==> config.mk <==
export PLATFORM = sky130hd
export DESIGN_NAME = timed_job_scheduler_top
export DESIGN_NICKNAME = d
export VERILOG_FILES = /design/src/rtl/core/tjs_pkg.sv /design/src/rtl/core/timed_job_scheduler_top.sv /design/src/rtl/core/tjs_ram.sv
export SDC_FILE = /design/constraint.sdc
export NUM_CORES = 1
export LEC_CHECK = 0
export BUFFER_PORTS_ARGS = -buffer_cell sky130_fd_sc_hd__buf_2
export CORE_MARGIN = 5
export CORE_UTILIZATION = 30
export CTS_BUF_LIST = sky130_fd_sc_hd__clkbuf_16
export DETAILED_ROUTE_END_ITERATION = 16
export PLACE_DENSITY = 0.52
export SYNTH_ARGS = -nofsm -noshare
export SYNTH_HDL_FRONTEND = slang
export SYNTH_SLANG_ARGS = --single-unit
export TNS_END_PERCENT = 20
==> constraint.sdc <==
create_clock -name clock -period 21.3 [get_ports clock]
set_clock_uncertainty 0.05 [all_clocks]
set_input_delay 2.13 -clock clock [delete_from_list [all_inputs] [get_ports clock]]
set_output_delay 2.13 -clock clock [all_outputs]
set_load 0.05 [all_outputs]
==> src/rtl/core/tjs_pkg.sv <==
`timescale 1ns / 1ps
// Shared types and constants of the timed job scheduler.
// No dependencies; imported by timed_job_scheduler_top.
package tjs_pkg;

   // default number of job slots
   localparam int DEFAULT_MAX_JOBS = 16;

   // due margin after reset, and the saturation value of the ticks-ahead count
   localparam logic [15:0] DUE_MARGIN_RESET = 16'd5;
   localparam logic [15:0] TICKS_SAT        = 16'hFFFF;

   // request kinds carried in req_tuser
   typedef enum logic [1:0] {
      ACT_RUN      = 2'd0,
      ACT_SCHEDULE = 2'd1,
      ACT_CLEAR    = 2'd2,
      ACT_POLL     = 2'd3
   } tjs_action_type;

   // which queue holds a slot
   typedef enum logic [1:0] {
      MEMB_NONE  = 2'd0,
      MEMB_RUN   = 2'd1,
      MEMB_TIMED = 2'd2
   } tjs_memb_type;

   // sequencer states
   typedef enum logic [3:0] {
      ST_IDLE,
      ST_POLL_RD,
      ST_POLL_EV,
      ST_CLR_CHK,
      ST_UNL_WALK,
      ST_AFTER_CLR,
      ST_RUN_LINK,
      ST_INS_WALK,
      ST_INS_FIN1,
      ST_INS_FIN2,
      ST_DONE
   } tjs_state_type;

endpackage

==> src/rtl/core/timed_job_scheduler_top.sv <==
`timescale 1ns / 1ps
// Timed job scheduler: run FIFO and deadline-sorted timed queue over shared slots.
// Depends on tjs_pkg and tjs_ram (link, deadline and handler memories).
//
//  channel | direction | beat contents
//  --------+-----------+---------------------------------------------------------
//  csr     | in        | csr_wdata = due_margin
//  req     | in        | tuser = action; tdata = job_id, deadline, handler, now
//  rsp     | out       | tuser = dispatched; tdata = dispatched_job, handler
//
// One request is worked at a time; every request yields one response beat.
// The walks step one linked entry per cycle through the single read port of the
// link and deadline memories.
// A finished response waits in the output register while the next request is
// taken; the sequencer holds in its final state only if that register is full.
// Reset empties both queues and sets due_margin to 5; slot memories need no clear.
module timed_job_scheduler_top #(
   parameter int MAX_JOBS = tjs_pkg::DEFAULT_MAX_JOBS
) (
   input  logic        clock,
   input  logic        reset,
   // configuration write
   input  logic        csr_valid,
   output logic        csr_ready,
   input  logic [15:0] csr_wdata,   // due_margin
   // request stream
   input  logic        req_tvalid,
   output logic        req_tready,
   input  logic [79:0] req_tdata,   // job_id[3:0], deadline[35:4], handler[43:36],
                                    // now[75:44], zero[79:76]
   input  logic [1:0]  req_tuser,   // action[1:0]
   // response stream
   output logic        rsp_tvalid,
   input  logic        rsp_tready,
   output logic [15:0] rsp_tdata,   // dispatched_job[3:0], dispatched_handler[11:4],
                                    // zero[15:12]
   output logic [0:0]  rsp_tuser    // dispatched[0]
);

   import tjs_pkg::*;

   localparam int SW = (MAX_JOBS > 1) ? $clog2(MAX_JOBS) : 1;
   localparam int LW = $clog2(MAX_JOBS + 1);
   localparam logic [LW-1:0] NIL = LW'(MAX_JOBS);

   // registers
   tjs_state_type  state_ff, state_in;
   tjs_action_type act_ff, act_in;
   logic [3:0]     job_ff, job_in;
   logic [31:0]    dl_ff, dl_in;
   logic [7:0]     hd_ff, hd_in;
   logic [31:0]    now_ff, now_in;
   logic [15:0]    margin_ff;
   logic [LW-1:0]  run_head_ff, run_head_in;
   logic [LW-1:0]  run_tail_ff, run_tail_in;
   logic [LW-1:0]  timed_head_ff, timed_head_in;
   logic [LW-1:0]  cur_ff, cur_in;
   logic [LW-1:0]  prev_ff, prev_in;
   logic [LW-1:0]  cnt_ff, cnt_in;
   logic           qrun_ff, qrun_in;
   logic           res_disp_ff, res_disp_in;
   logic [3:0]     res_job_ff, res_job_in;
   logic [7:0]     res_hd_ff, res_hd_in;
   logic           rsp_valid_ff, rsp_valid_in;
   logic           rsp_disp_ff, rsp_disp_in;
   logic [3:0]     rsp_job_ff, rsp_job_in;
   logic [7:0]     rsp_hd_ff, rsp_hd_in;
   tjs_memb_type   memb_ff [MAX_JOBS];

   // membership write port
   logic           memb_we;
   logic [SW-1:0]  memb_wa;
   tjs_memb_type   memb_wd;

   // memory ports
   logic [SW-1:0]  rd_addr;
   logic           link_we;
   logic [SW-1:0]  link_wa;
   logic [LW-1:0]  link_wd;
   logic           dl_we;
   logic           hd_we;
   logic [LW-1:0]  link_q;
   logic [31:0]    dl_q;
   logic [7:0]     hd_q;

   // decoded conditions
   logic           req_acc;
   logic [SW-1:0]  job_idx;
   logic [LW-1:0]  job_l;
   logic           run_ok;
   logic           timed_ok;
   logic [31:0]    poll_diff;
   logic [15:0]    ticks;
   logic           due;
   logic [31:0]    ins_diff;
   logic           later;
   logic           walk_end;
   logic           unl_hit;
   logic           ins_stop;

   // slot memories
   tjs_ram #(.WIDTH(LW), .DEPTH(MAX_JOBS)) u_link_ram (
      .clock (clock),
      .we    (link_we),
      .waddr (link_wa),
      .wdata (link_wd),
      .raddr (rd_addr),
      .rdata (link_q)
   );

   tjs_ram #(.WIDTH(32), .DEPTH(MAX_JOBS)) u_deadline_ram (
      .clock (clock),
      .we    (dl_we),
      .waddr (job_idx),
      .wdata (dl_ff),
      .raddr (rd_addr),
      .rdata (dl_q)
   );

   tjs_ram #(.WIDTH(8), .DEPTH(MAX_JOBS)) u_handler_ram (
      .clock (clock),
      .we    (hd_we),
      .waddr (job_idx),
      .wdata (hd_ff),
      .raddr (rd_addr),
      .rdata (hd_q)
   );

   // handshakes
   assign req_tready = (state_ff == ST_IDLE);
   assign req_acc    = req_tvalid && req_tready;
   assign csr_ready  = 1'b1;

   // slot decode
   assign job_idx = SW'(job_ff);
   assign job_l   = LW'(job_ff);

   // queue heads
   assign run_ok   = (run_head_ff < NIL);
   assign timed_ok = (timed_head_ff < NIL);

   // due test: ticks ahead, past deadlines count as zero, far ones saturate
   assign poll_diff = dl_q - now_ff;
   always_comb begin
      if (poll_diff == 32'd0 || poll_diff[31]) begin
         ticks = 16'd0;
      end else if (poll_diff[31:16] != 16'd0) begin
         ticks = TICKS_SAT;
      end else begin
         ticks = poll_diff[15:0];
      end
   end
   assign due = (ticks < margin_ff);

   // insertion order: stop at the first entry whose deadline is strictly later
   assign ins_diff = dl_q - dl_ff;
   assign later    = (ins_diff != 32'd0) && !ins_diff[31];

   // walk termination
   assign walk_end = (cnt_ff == NIL) || (cur_ff >= NIL);
   assign unl_hit  = (cur_ff == job_l);
   assign ins_stop = walk_end || later;

   // next state
   always_comb begin
      state_in = state_ff;
      case (state_ff)
         ST_IDLE: begin
            if (req_acc) begin
               if (tjs_action_type'(req_tuser) == ACT_POLL) begin
                  state_in = ST_POLL_RD;
               end else if (32'(req_tdata[3:0]) < MAX_JOBS) begin
                  state_in = ST_CLR_CHK;
               end else begin
                  state_in = ST_DONE;
               end
            end
         end
         ST_POLL_RD:   state_in = ST_POLL_EV;
         ST_POLL_EV:   state_in = ST_DONE;
         ST_CLR_CHK: begin
            if (memb_ff[job_idx] == MEMB_NONE) begin
               state_in = ST_AFTER_CLR;
            end else begin
               state_in = ST_UNL_WALK;
            end
         end
         ST_UNL_WALK: begin
            if (walk_end || unl_hit) begin
               state_in = ST_AFTER_CLR;
            end
         end
         ST_AFTER_CLR: begin
            case (act_ff)
               ACT_RUN:      state_in = ST_RUN_LINK;
               ACT_SCHEDULE: state_in = ST_INS_WALK;
               default:      state_in = ST_DONE;
            endcase
         end
         ST_RUN_LINK:  state_in = ST_DONE;
         ST_INS_WALK: begin
            if (ins_stop) begin
               state_in = ST_INS_FIN1;
            end
         end
         ST_INS_FIN1:  state_in = ST_INS_FIN2;
         ST_INS_FIN2:  state_in = ST_DONE;
         ST_DONE: begin
            if (!rsp_valid_ff || rsp_tready) begin
               state_in = ST_IDLE;
            end
         end
         default:      state_in = ST_IDLE;
      endcase
   end

   // datapath and memory control
   always_comb begin
      act_in        = act_ff;
      job_in        = job_ff;
      dl_in         = dl_ff;
      hd_in         = hd_ff;
      now_in        = now_ff;
      run_head_in   = run_head_ff;
      run_tail_in   = run_tail_ff;
      timed_head_in = timed_head_ff;
      cur_in        = cur_ff;
      prev_in       = prev_ff;
      cnt_in        = cnt_ff;
      qrun_in       = qrun_ff;
      res_disp_in   = res_disp_ff;
      res_job_in    = res_job_ff;
      res_hd_in     = res_hd_ff;
      rsp_disp_in   = rsp_disp_ff;
      rsp_job_in    = rsp_job_ff;
      rsp_hd_in     = rsp_hd_ff;
      rsp_valid_in  = rsp_valid_ff && !rsp_tready;
      memb_we       = 1'b0;
      memb_wa       = job_idx;
      memb_wd       = MEMB_NONE;
      rd_addr       = cur_ff[SW-1:0];
      link_we       = 1'b0;
      link_wa       = job_idx;
      link_wd       = NIL;
      dl_we         = 1'b0;
      hd_we         = 1'b0;

      case (state_ff)
         // capture the request beat, start with an empty result
         ST_IDLE: begin
            if (req_acc) begin
               act_in      = tjs_action_type'(req_tuser);
               job_in      = req_tdata[3:0];
               dl_in       = req_tdata[35:4];
               hd_in       = req_tdata[43:36];
               now_in      = req_tdata[75:44];
               res_disp_in = 1'b0;
               res_job_in  = 4'd0;
               res_hd_in   = 8'd0;
            end
         end
         // read the head that a poll would take
         ST_POLL_RD: begin
            rd_addr = run_ok ? run_head_ff[SW-1:0] : timed_head_ff[SW-1:0];
         end
         // pop the run head, else the timed head when due
         ST_POLL_EV: begin
            if (run_ok) begin
               res_disp_in = 1'b1;
               res_job_in  = 4'(run_head_ff);
               res_hd_in   = hd_q;
               memb_we     = 1'b1;
               memb_wa     = run_head_ff[SW-1:0];
               if (link_q >= NIL) begin
                  run_head_in = NIL;
                  run_tail_in = NIL;
               end else begin
                  run_head_in = link_q;
               end
            end else if (timed_ok && due) begin
               res_disp_in   = 1'b1;
               res_job_in    = 4'(timed_head_ff);
               res_hd_in     = hd_q;
               memb_we       = 1'b1;
               memb_wa       = timed_head_ff[SW-1:0];
               timed_head_in = (link_q >= NIL) ? NIL : link_q;
            end
         end
         // pick the queue to unlink from, read its head
         ST_CLR_CHK: begin
            prev_in = NIL;
            cnt_in  = '0;
            memb_we = 1'b1;
            case (memb_ff[job_idx])
               MEMB_TIMED: begin
                  qrun_in = 1'b0;
                  cur_in  = timed_head_ff;
                  rd_addr = timed_head_ff[SW-1:0];
               end
               MEMB_RUN: begin
                  qrun_in = 1'b1;
                  cur_in  = run_head_ff;
                  rd_addr = run_head_ff[SW-1:0];
               end
               default: begin
                  qrun_in = qrun_ff;
               end
            endcase
         end
         // walk to the job and splice it out
         ST_UNL_WALK: begin
            if (!walk_end) begin
               if (unl_hit) begin
                  if (prev_ff >= NIL) begin
                     if (qrun_ff) begin
                        run_head_in = link_q;
                     end else begin
                        timed_head_in = link_q;
                     end
                  end else begin
                     link_we = 1'b1;
                     link_wa = prev_ff[SW-1:0];
                     link_wd = link_q;
                  end
                  if (qrun_ff && run_tail_ff == job_l) begin
                     run_tail_in = prev_ff;
                  end
               end else begin
                  prev_in = cur_ff;
                  cur_in  = link_q;
                  rd_addr = link_q[SW-1:0];
                  cnt_in  = cnt_ff + 1'b1;
               end
            end
         end
         // store the slot payload for run and schedule; for a schedule, start the insertion walk
         ST_AFTER_CLR: begin
            case (act_ff)
               ACT_RUN: begin
                  hd_we   = 1'b1;
                  link_we = 1'b1;
                  link_wd = NIL;
               end
               ACT_SCHEDULE: begin
                  dl_we   = 1'b1;
                  hd_we   = 1'b1;
                  rd_addr = timed_head_ff[SW-1:0];
                  cur_in  = timed_head_ff;
                  prev_in = NIL;
                  cnt_in  = '0;
               end
               default: begin
                  hd_we = 1'b0;
               end
            endcase
         end
         // append to the run queue
         ST_RUN_LINK: begin
            if (run_head_ff >= NIL || run_tail_ff >= NIL) begin
               run_head_in = job_l;
            end else begin
               link_we = 1'b1;
               link_wa = run_tail_ff[SW-1:0];
               link_wd = job_l;
            end
            run_tail_in = job_l;
            memb_we     = 1'b1;
            memb_wd     = MEMB_RUN;
         end
         // advance past entries due no later than the new deadline
         ST_INS_WALK: begin
            if (!ins_stop) begin
               prev_in = cur_ff;
               cur_in  = link_q;
               rd_addr = link_q[SW-1:0];
               cnt_in  = cnt_ff + 1'b1;
            end
         end
         // point the job at its successor
         ST_INS_FIN1: begin
            link_we = 1'b1;
            link_wd = (cur_ff >= NIL) ? NIL : cur_ff;
         end
         // hook the job behind its predecessor
         ST_INS_FIN2: begin
            if (prev_ff >= NIL) begin
               timed_head_in = job_l;
            end else begin
               link_we = 1'b1;
               link_wa = prev_ff[SW-1:0];
               link_wd = job_l;
            end
            memb_we = 1'b1;
            memb_wd = MEMB_TIMED;
         end
         // hand the result to the output register once it is free
         ST_DONE: begin
            if (!rsp_valid_ff || rsp_tready) begin
               rsp_valid_in = 1'b1;
               rsp_disp_in  = res_disp_ff;
               rsp_job_in   = res_job_ff;
               rsp_hd_in    = res_hd_ff;
            end
         end
         default: begin
            rd_addr = cur_ff[SW-1:0];
         end
      endcase
   end

   // control registers
   always_ff @(posedge clock) begin
      if (reset) begin
         state_ff      <= ST_IDLE;
         run_head_ff   <= NIL;
         run_tail_ff   <= NIL;
         timed_head_ff <= NIL;
         cnt_ff        <= '0;
         rsp_valid_ff  <= 1'b0;
         margin_ff     <= DUE_MARGIN_RESET;
      end else begin
         state_ff      <= state_in;
         run_head_ff   <= run_head_in;
         run_tail_ff   <= run_tail_in;
         timed_head_ff <= timed_head_in;
         cnt_ff        <= cnt_in;
         rsp_valid_ff  <= rsp_valid_in;
         if (csr_valid && csr_ready) begin
            margin_ff <= csr_wdata;
         end
      end
   end

   // slot membership flags
   always_ff @(posedge clock) begin
      if (reset) begin
         for (int i = 0; i < MAX_JOBS; i++) begin
            memb_ff[i] <= MEMB_NONE;
         end
      end else if (memb_we) begin
         memb_ff[memb_wa] <= memb_wd;
      end
   end

   // payload registers
   always_ff @(posedge clock) begin
      act_ff      <= act_in;
      job_ff      <= job_in;
      dl_ff       <= dl_in;
      hd_ff       <= hd_in;
      now_ff      <= now_in;
      cur_ff      <= cur_in;
      prev_ff     <= prev_in;
      qrun_ff     <= qrun_in;
      res_disp_ff <= res_disp_in;
      res_job_ff  <= res_job_in;
      res_hd_ff   <= res_hd_in;
      rsp_disp_ff <= rsp_disp_in;
      rsp_job_ff  <= rsp_job_in;
      rsp_hd_ff   <= rsp_hd_in;
   end

   // response port
   assign rsp_tvalid = rsp_valid_ff;
   assign rsp_tdata  = {4'd0, rsp_hd_ff, rsp_job_ff};
   assign rsp_tuser  = rsp_disp_ff;

   // a taken request closes the request side until its work is done
   assert property (@(posedge clock) disable iff (reset)
      req_acc |=> !req_tready)
      else $error("request accepted while a request is in progress");

   // walk counter never passes the slot count
   assert property (@(posedge clock) disable iff (reset)
      cnt_ff <= NIL)
      else $error("queue walk ran past the slot count");

   // run queue head and tail are empty together
   assert property (@(posedge clock) disable iff (reset)
      (run_head_ff >= NIL) == (run_tail_ff >= NIL))
      else $error("run queue head and tail disagree on emptiness");

   // a response without a dispatch carries no job
   assert property (@(posedge clock) disable iff (reset)
      (rsp_valid_ff && !rsp_disp_ff) |-> (rsp_job_ff == 4'd0 && rsp_hd_ff == 8'd0))
      else $error("empty response carries job data");

endmodule

==> src/rtl/core/tjs_ram.sv <==
`timescale 1ns / 1ps
// Simple dual-port RAM: one write port, one read port, registered read data.
// No dependencies on other project files.
module tjs_ram #(
   parameter int WIDTH = 8,
   parameter int DEPTH = 16,
   localparam int AW   = (DEPTH > 1) ? $clog2(DEPTH) : 1
) (
   input  logic             clock,
   input  logic             we,
   input  logic [AW-1:0]    waddr,
   input  logic [WIDTH-1:0] wdata,
   input  logic [AW-1:0]    raddr,
   output logic [WIDTH-1:0] rdata
);

   logic [WIDTH-1:0] mem [DEPTH];
   logic [WIDTH-1:0] rdata_ff;

   // write when enabled
   always_ff @(posedge clock) begin
      if (we) begin
         mem[waddr] <= wdata;
      end
   end

   // read every cycle, data registered and valid in the next cycle
   always_ff @(posedge clock) begin
      rdata_ff <= mem[raddr];
   end

   assign rdata = rdata_ff;

endmodule
**After elaboration in Yosys (flattened, before gate mapping)**

Memory sizes are Yosys's and may differ from the RTL's. A register that Yosys moved wholly into a read port is not among the register bits.
Index checks and enable logic that the tools add are counted.

- Add/subtract/negate cells: 3
- Order comparisons: 8
- Equality and inequality tests: 38
- Mux-type cells: 114
- Reductions and logical operators: 39

Operator list:

| operator | number |
|---|---|
| 5-bit 2-to-1 mux | 37 |
| 4-bit 2-to-1 mux | 21 |
| 5-bit one-hot mux with 4 select lines | 4 |
| 32-bit subtractor | 2 |
| 5-bit one-hot mux with 3 select lines | 3 |
| 2-bit != test, second input constant | 18 |
| 4-bit one-hot mux with 9 select lines | 1 |
| 32-bit logical NOT | 1 |
| 16-bit 2-to-1 mux | 2 |
| 32-bit nonzero test | 1 |
| 1-bit 2-to-1 mux | 29 |
| 5-bit >= comparator, second input constant | 5 |
| 8-bit 2-to-1 mux | 3 |
| 4-bit one-hot mux with 2 select lines | 3 |
| 4-bit one-hot mux with 5 select lines | 1 |
| 4-bit by 3-bit equality test with 1-bit output, second input constant | 4 |
| 16-bit less-than comparator | 1 |
| 8-bit one-hot mux with 2 select lines | 1 |
| 16-bit nonzero test | 1 |
| 4-bit equality test, second input constant | 3 |
| 4-bit one-hot mux with 3 select lines | 1 |
| 6-bit AND reduction | 2 |
| 5-bit by 4-bit equality test with 1-bit output | 2 |
| 5-bit less-than comparator, second input constant | 2 |
| 29 further kinds | 54 |

- Register bits after elaboration: 156
- Memory bits (writable): 752
- Output and inout port bits: 20
- Memories kept: 4

Memories:

| name | words | bits a word | read ports | clocked after memory_dff | wr ports | RTL line | text |
|---|---|---|---|---|---|---|---|
| u_deadline_ram.mem | 16 | 32 | 1 | 1 | 1 | tjs_ram.sv:17 | `logic [WIDTH-1:0] mem [DEPTH];` |
| u_handler_ram.mem | 16 | 8 | 1 | 1 | 1 | tjs_ram.sv:17 |  |
| u_link_ram.mem | 16 | 5 | 1 | 1 | 1 | tjs_ram.sv:17 |  |
| memb_ff | 16 | 2 | 1 | 1 | 16 | timed_job_scheduler_top.sv:68 | `tjs_memb_type memb_ff [MAX_JOBS];` |

**Depth between registers and ports, before layout**

- Depth in word-level cells: 14
- Gate-level depth with buffers: 31

**Cells and area by module**

From an unflattened synthesis, not the netlist that was laid out.

- Cells, all modules: 2581
- Area, all modules: 41282.1 um2

By module, submodules not included:

| module | instances | cells an instance | area an instance (um2) | sequential area each (um2) |
|---|---|---|---|---|
| tjs_ram at u_deadline_ram | 1 | 838 | 19835.3 | 16015.4 |
| timed_job_scheduler_top | 1 | 1359 | 13086.3 | 5315.1 |
| tjs_ram at u_handler_ram | 1 | 229 | 5147.4 | 4003.8 |
| tjs_ram at u_link_ram | 1 | 155 | 3213.1 | 2502.4 |

**Worst setup path after synthesis**

OpenSTA, ideal clock, no wires.

- Path type: reg-to-reg
- Start: register now_ff[17]
- End: register res_disp_ff, enable pin
- Data arrival time: 6524 ps
- Slack: 14325 ps
- Stages on the path, launching flop included: 28
- Clock period less this slack: 6975 ps
- Path through: edfxtp_1 inv_1 ha_1 clkbuf_1 nand2_1 nor3_1 nand3_1 a2111oi_1 or3_1 o21ai_1 o41ai_1 xor2_1 or3_1 nor3_1 and2_1 a21o_1 clkbuf_1 a21oi_1 ha_1 a21o_1 a21o_1 a21oi_1 a211oi_1 a21oi_1 nand3_1 or4_1 and3_1 o21ai_0

- Word-level cells in the longest chain between the ends: 8
- Elaborated cells between the ends (all ways): 10
- Classes of those cells: add/sub (1); order compare (1); eq/ne (1); mux (2); reduce/logical (5)

Ends and longest elaborated chain:

| item | RTL line | text |
|---|---|---|
| start, declared | timed_job_scheduler_top.sv:52 | `logic [31:0] now_ff, now_in;` |
| start signal, assigned | timed_job_scheduler_top.sv:451 | `now_ff <= now_in;` |
| 32-bit subtractor * | timed_job_scheduler_top.sv:143 | `assign poll_diff = dl_q - now_ff;` |
| 16-bit nonzero test or 32-bit logical NOT (tied branches) | timed_job_scheduler_top.sv:147, timed_job_scheduler_top.sv:145 |  |
| 16-bit 2-to-1 mux or 1-bit logical OR (tied branches) | timed_job_scheduler_top.sv:147, timed_job_scheduler_top.sv:145 |  |
| 16-bit 2-to-1 mux * | timed_job_scheduler_top.sv:145 | `if (poll_diff == 32'd0 \|\| poll_diff[31]) begin` |
| 16-bit less-than comparator * | timed_job_scheduler_top.sv:153 | `assign due = (ticks < margin_ff);` |
| 1-bit logical AND * | timed_job_scheduler_top.sv:280 | `end else if (timed_ok && due) begin` |
| 3-bit != test (no source line) * | -- |  |
| 3-bit AND reduction (no source line) * | -- |  |
| end signal, assigned | timed_job_scheduler_top.sv:455 | `res_disp_ff <= res_disp_in;` |
| end, declared | timed_job_scheduler_top.sv:61 | `logic res_disp_ff, res_disp_in;` |

Mark *: on every way between the ends. The rest lies on a longest branch, timed or not.
A chain may end at the register's enable or synchronous reset.

==> flow_metrics.py <==
metrics = {
    "outcome": {
        "status": "finished clean",
    },
    "finish": {
        "stdcell_area_um2": 48430,
        "final_common_cell": "edfxtp_1",
        "insertedDiodeCount": 0,
        "mostFrequentLayoutCells": "867 x edfxtp_1, 245 x mux2i_1, 239 x nand2_1",
        "final_net_count": 3472,
        "drive_gt1_share_pct": 12.27,
        "areaGrowthSynthToFinish_pct": 13.98,
    },
    "drt": {
        "viasPerCell": 4.987,
        "drc_errors": 0,
        "drtIter0Drc": 1881,
        "routed_wl_um": 112800,
        "wl_per_cell_um": 21.43,
        "ant_nets": 0,
        "drt_first_pass_iters": 5,
        "via_count": 26254,
    },
    "floorplanning": {
        "core_area_um2": 141200,
        "dieArea_um2": 149300,
        "rows": 138,
        "io_pins": 123,
        "initial_core_util_pct": 30.09,
        "die_y_um": 386.4,
        "die_x_um": 386.4,
    },
    "grt": {
        "grt-busiest-layer": "met2",
        "grt_pass1_wl_um": 167800,
        "grt_usage_pct": 14.84,
        "grt_pass1_vias": 25737,
        "grtUsageMet2_pct": 23.98,
        "grt_max_degree": 153,
        "grtUsageMet3_pct": 2.006,
        "gr-total-overflow": 0,
        "antenna_found_initial": 4,
        "grt_use_met1_pct": 20.99,
    },
    "clock_tree": {
        "cts_root_buf": "clkbuf_16",
        "clock_latency_ns": 0.71,
        "cts_buffer_depth": 3,
        "cts_tree": "yes",
        "post-cts-setup-buffer-count": 0,
        "post_cts_resized": 0,
        "path_clk_slew_ns": 0.06,
        "cts_buffers": 102,
        "postCtsHoldBufs": 0,
        "clock-sinks": 957,
        "cts-htree-levels": 3,
    },
    "timing": {
        "worstMarginPinSlew_ns": 1.109,
        "finalCritPeriodShare_pct": 38.40,
        "slew_violations": 0,
        "hold_viol_final": 0,
        "fin_crit_ns": 8.178,
        "rsz0062_at_grt": "no",
        "slew_headroom_pct": 26.05,
        "setup_tns_ns": 0,
        "fmax_ghz": 0.1223,
        "setup_viol": 0,
    },
    "setup_path": {
        "worst_r2r_path_depth": 27,
        "critPathLaunchType": "flop",
        "crit_type": "reg2reg",
        "arrival_ns": 8.51,
        "critPathRequiredTime_ns": 21.63,
        "cp_max_fo": 12,
        "critical_path.endpoint_type": "flop",
    },
    "pwr": {
        "p_per_area_nw_per_um2": 161.6,
        "p_leak_nw": 17.05,
        "max-vdd-ir-drop_v": 0.0002165,
    },
    "yosys": {
        "synth_cell_types": 89,
        "ys_ff_latch": 957,
        "syn_avg_cell_area_um2": 13.35,
        "syn_inst": 3182,
        "yosysSeqAreaShare_pct": 65.51,
        "synthArstFlopShare_pct": 0,
        "synth_flop_cell": "edfxtp_1",
        "yosysWarnings": 0,
        "synth-edff-count": 867,
        "syn_area_um2": 42490,
    },
    "placed_design": {
        "gp_congestion": 0.8724,
        "dpl.hpwl_um": 70370,
        "io_buffers": 113,
        "dpl_cell_area_um2": 45240,
    },
    "worst_hold_path": {
        "hold_depth": 0,
        "hold_path_class": "reg2reg",
    },
    "job": {
        "max-cap-violations": 0,
    },
}
==> cells by family after synthesis <==
logic type / Yosys count / share of synthesized area, %
flip-flops: 957 / 65.51
XOR/XNOR: 51 / 1.051
AND/OR/NAND/NOR: 708 / 8.100
adder cells (fa/ha/maj): 84 / 2.509
multiplexers: 308 / 7.705
other: 2 / 0.01767
AO/OA/AOI/OAI: 727 / 11.62
buffers and inverters: 345 / 3.486
==> registers in the layout, indices dropped and copies added, names as in the netlist, 5 cells and up, named ones only <==
| name | cells |
|---|---|
| rsp_hd_ff | 8 |
| now_ff | 32 |
| memb_ff | 32 |
| hd_ff | 8 |
| prev_ff | 5 |
| run_tail_ff | 5 |
| u_link_ram.rdata | 5 |
| cnt_ff | 5 |
| res_hd_ff | 8 |
| cur_ff | 5 |
| u_deadline_ram.mem | 512 |
| run_head_ff | 5 |
| u_deadline_ram.rdata | 32 |
| u_handler_ram.mem | 128 |
| u_link_ram.mem | 80 |
| u_handler_ram.rdata | 8 |
| dl_ff | 32 |
| margin_ff | 16 |
| timed_head_ff | 5 |
==> Yosys cell counts (all sizes together), types with 11 or more instances <==
master   number  area, µm²
clkbuf       98      367.9
xnor2        35      306.5
nor2b        69      431.7
a2111oi      13      116.4
a32oi        47      411.6
nand2       241      904.6
mux2i       245       2452
and2         17      106.4
a31oi        13      81.33
edfxtp      867      26030
dfxtp        90       1802
buf          76      471.7
a211oi       77      583.1
o31ai        48      360.4
inv         170      638.1
nand4        17      106.4
nor2        139      524.3
ha           82       1026
nor4         11      68.82
nand3        38      190.2
o211ai       12      90.09
nor3         64      325.3
a21oi       151      759.5
or3          17      106.4
and3         18      112.6
a32o         43      430.4
a21o         33      247.7
a22oi        21      157.7
xor2         16      140.1
mux2         53      596.8
o21ai       177      897.1
o21a         12      90.09
nand2b       28      175.2
==> critical path, cell delays in order (launching register included) <==
cell,delay [ns]
dfxtp_1,0.38
ha_1,0.42
nand2_1,0.13
nor3_1,0.48
nand3_1,0.19
a2111oi_1,0.64
or3_1,0.25
o21ai_1,0.12
o41ai_1,0.47
xor2_1,0.11
or3_1,0.40
nor3_1,0.38
and2_1,0.21
a21o_1,0.30
a21oi_1,0.11
ha_1,0.30
a21o_1,0.16
a21o_1,0.17
a21oi_1,0.19
a211oi_1,0.11
a21oi_1,0.21
nand3_1,0.14
or4_1,0.51
nand2_1,0.33
mux2i_1,0.15
a211oi_1,0.26
nand2_1,0.33
o21ai_0,0.37
==> area by class of cell <==
type	instances	area (µm²)
clock buffers	102	2552
clock inverters	92	643.1
fillers	13998	92810
inverters	171	644.4
multi-input cells	1883	13370
flip-flops and latches	957	27840
well taps	1890	2365
repair buffers	170	1018
==> final timing paths <==
kind / start / end / slack [ns]
worst max-delay path: u_deadline_ram.rdata[14] / memb_ff[9][1] / 13.12
worst min-delay path: res_hd_ff[0] / rsp_hd_ff[0] / 0.37
worst max register to register: u_deadline_ram.rdata[14] / memb_ff[9][1] / 13.12
worst min register to register: res_hd_ff[0] / rsp_hd_ff[0] / 0.37
==> per-stage QoR <==
step	util, %	hold WS [ns]	std cells	power [mW]	setup WS (ns)
floorplan	-	0.3503	3185	5.106	14.32
global placement	32.03	0.3540	5071	6.167	13.19
detailed placement	32.03	0.3545	5071	6.181	13.06
CTS	34.29	0.3703	5265	7.898	13.06
global route	34.29	0.3784	5265	8.331	12.34
finish	34.29	0.3717	5265	7.825	13.12
==> layer usage <==
layer  routed length [µm]  share of wire, %  up-vias
met5                    0                 0        -
met4                 2447               2.2        0
met3                 4899               4.3      128
met2                52440                46      609
met1                53030                47    13149
li1                     -                 -    12368
==> power breakdown <==
| part | switching (mW) | total, mW | leakage, nW | internal (mW) |
|---|---|---|---|---|
| combinational | 2.32 | 3.64 | 6.62 | 1.32 |
| clock | 0.753 | 1.69 | 1.70 | 0.936 |
| sequential | 0.195 | 2.49 | 8.73 | 2.30 |
| total | 3.27 | 7.82 | 17.1 | 4.55 |
No activity file was read; power rests on OpenSTA's default activity.
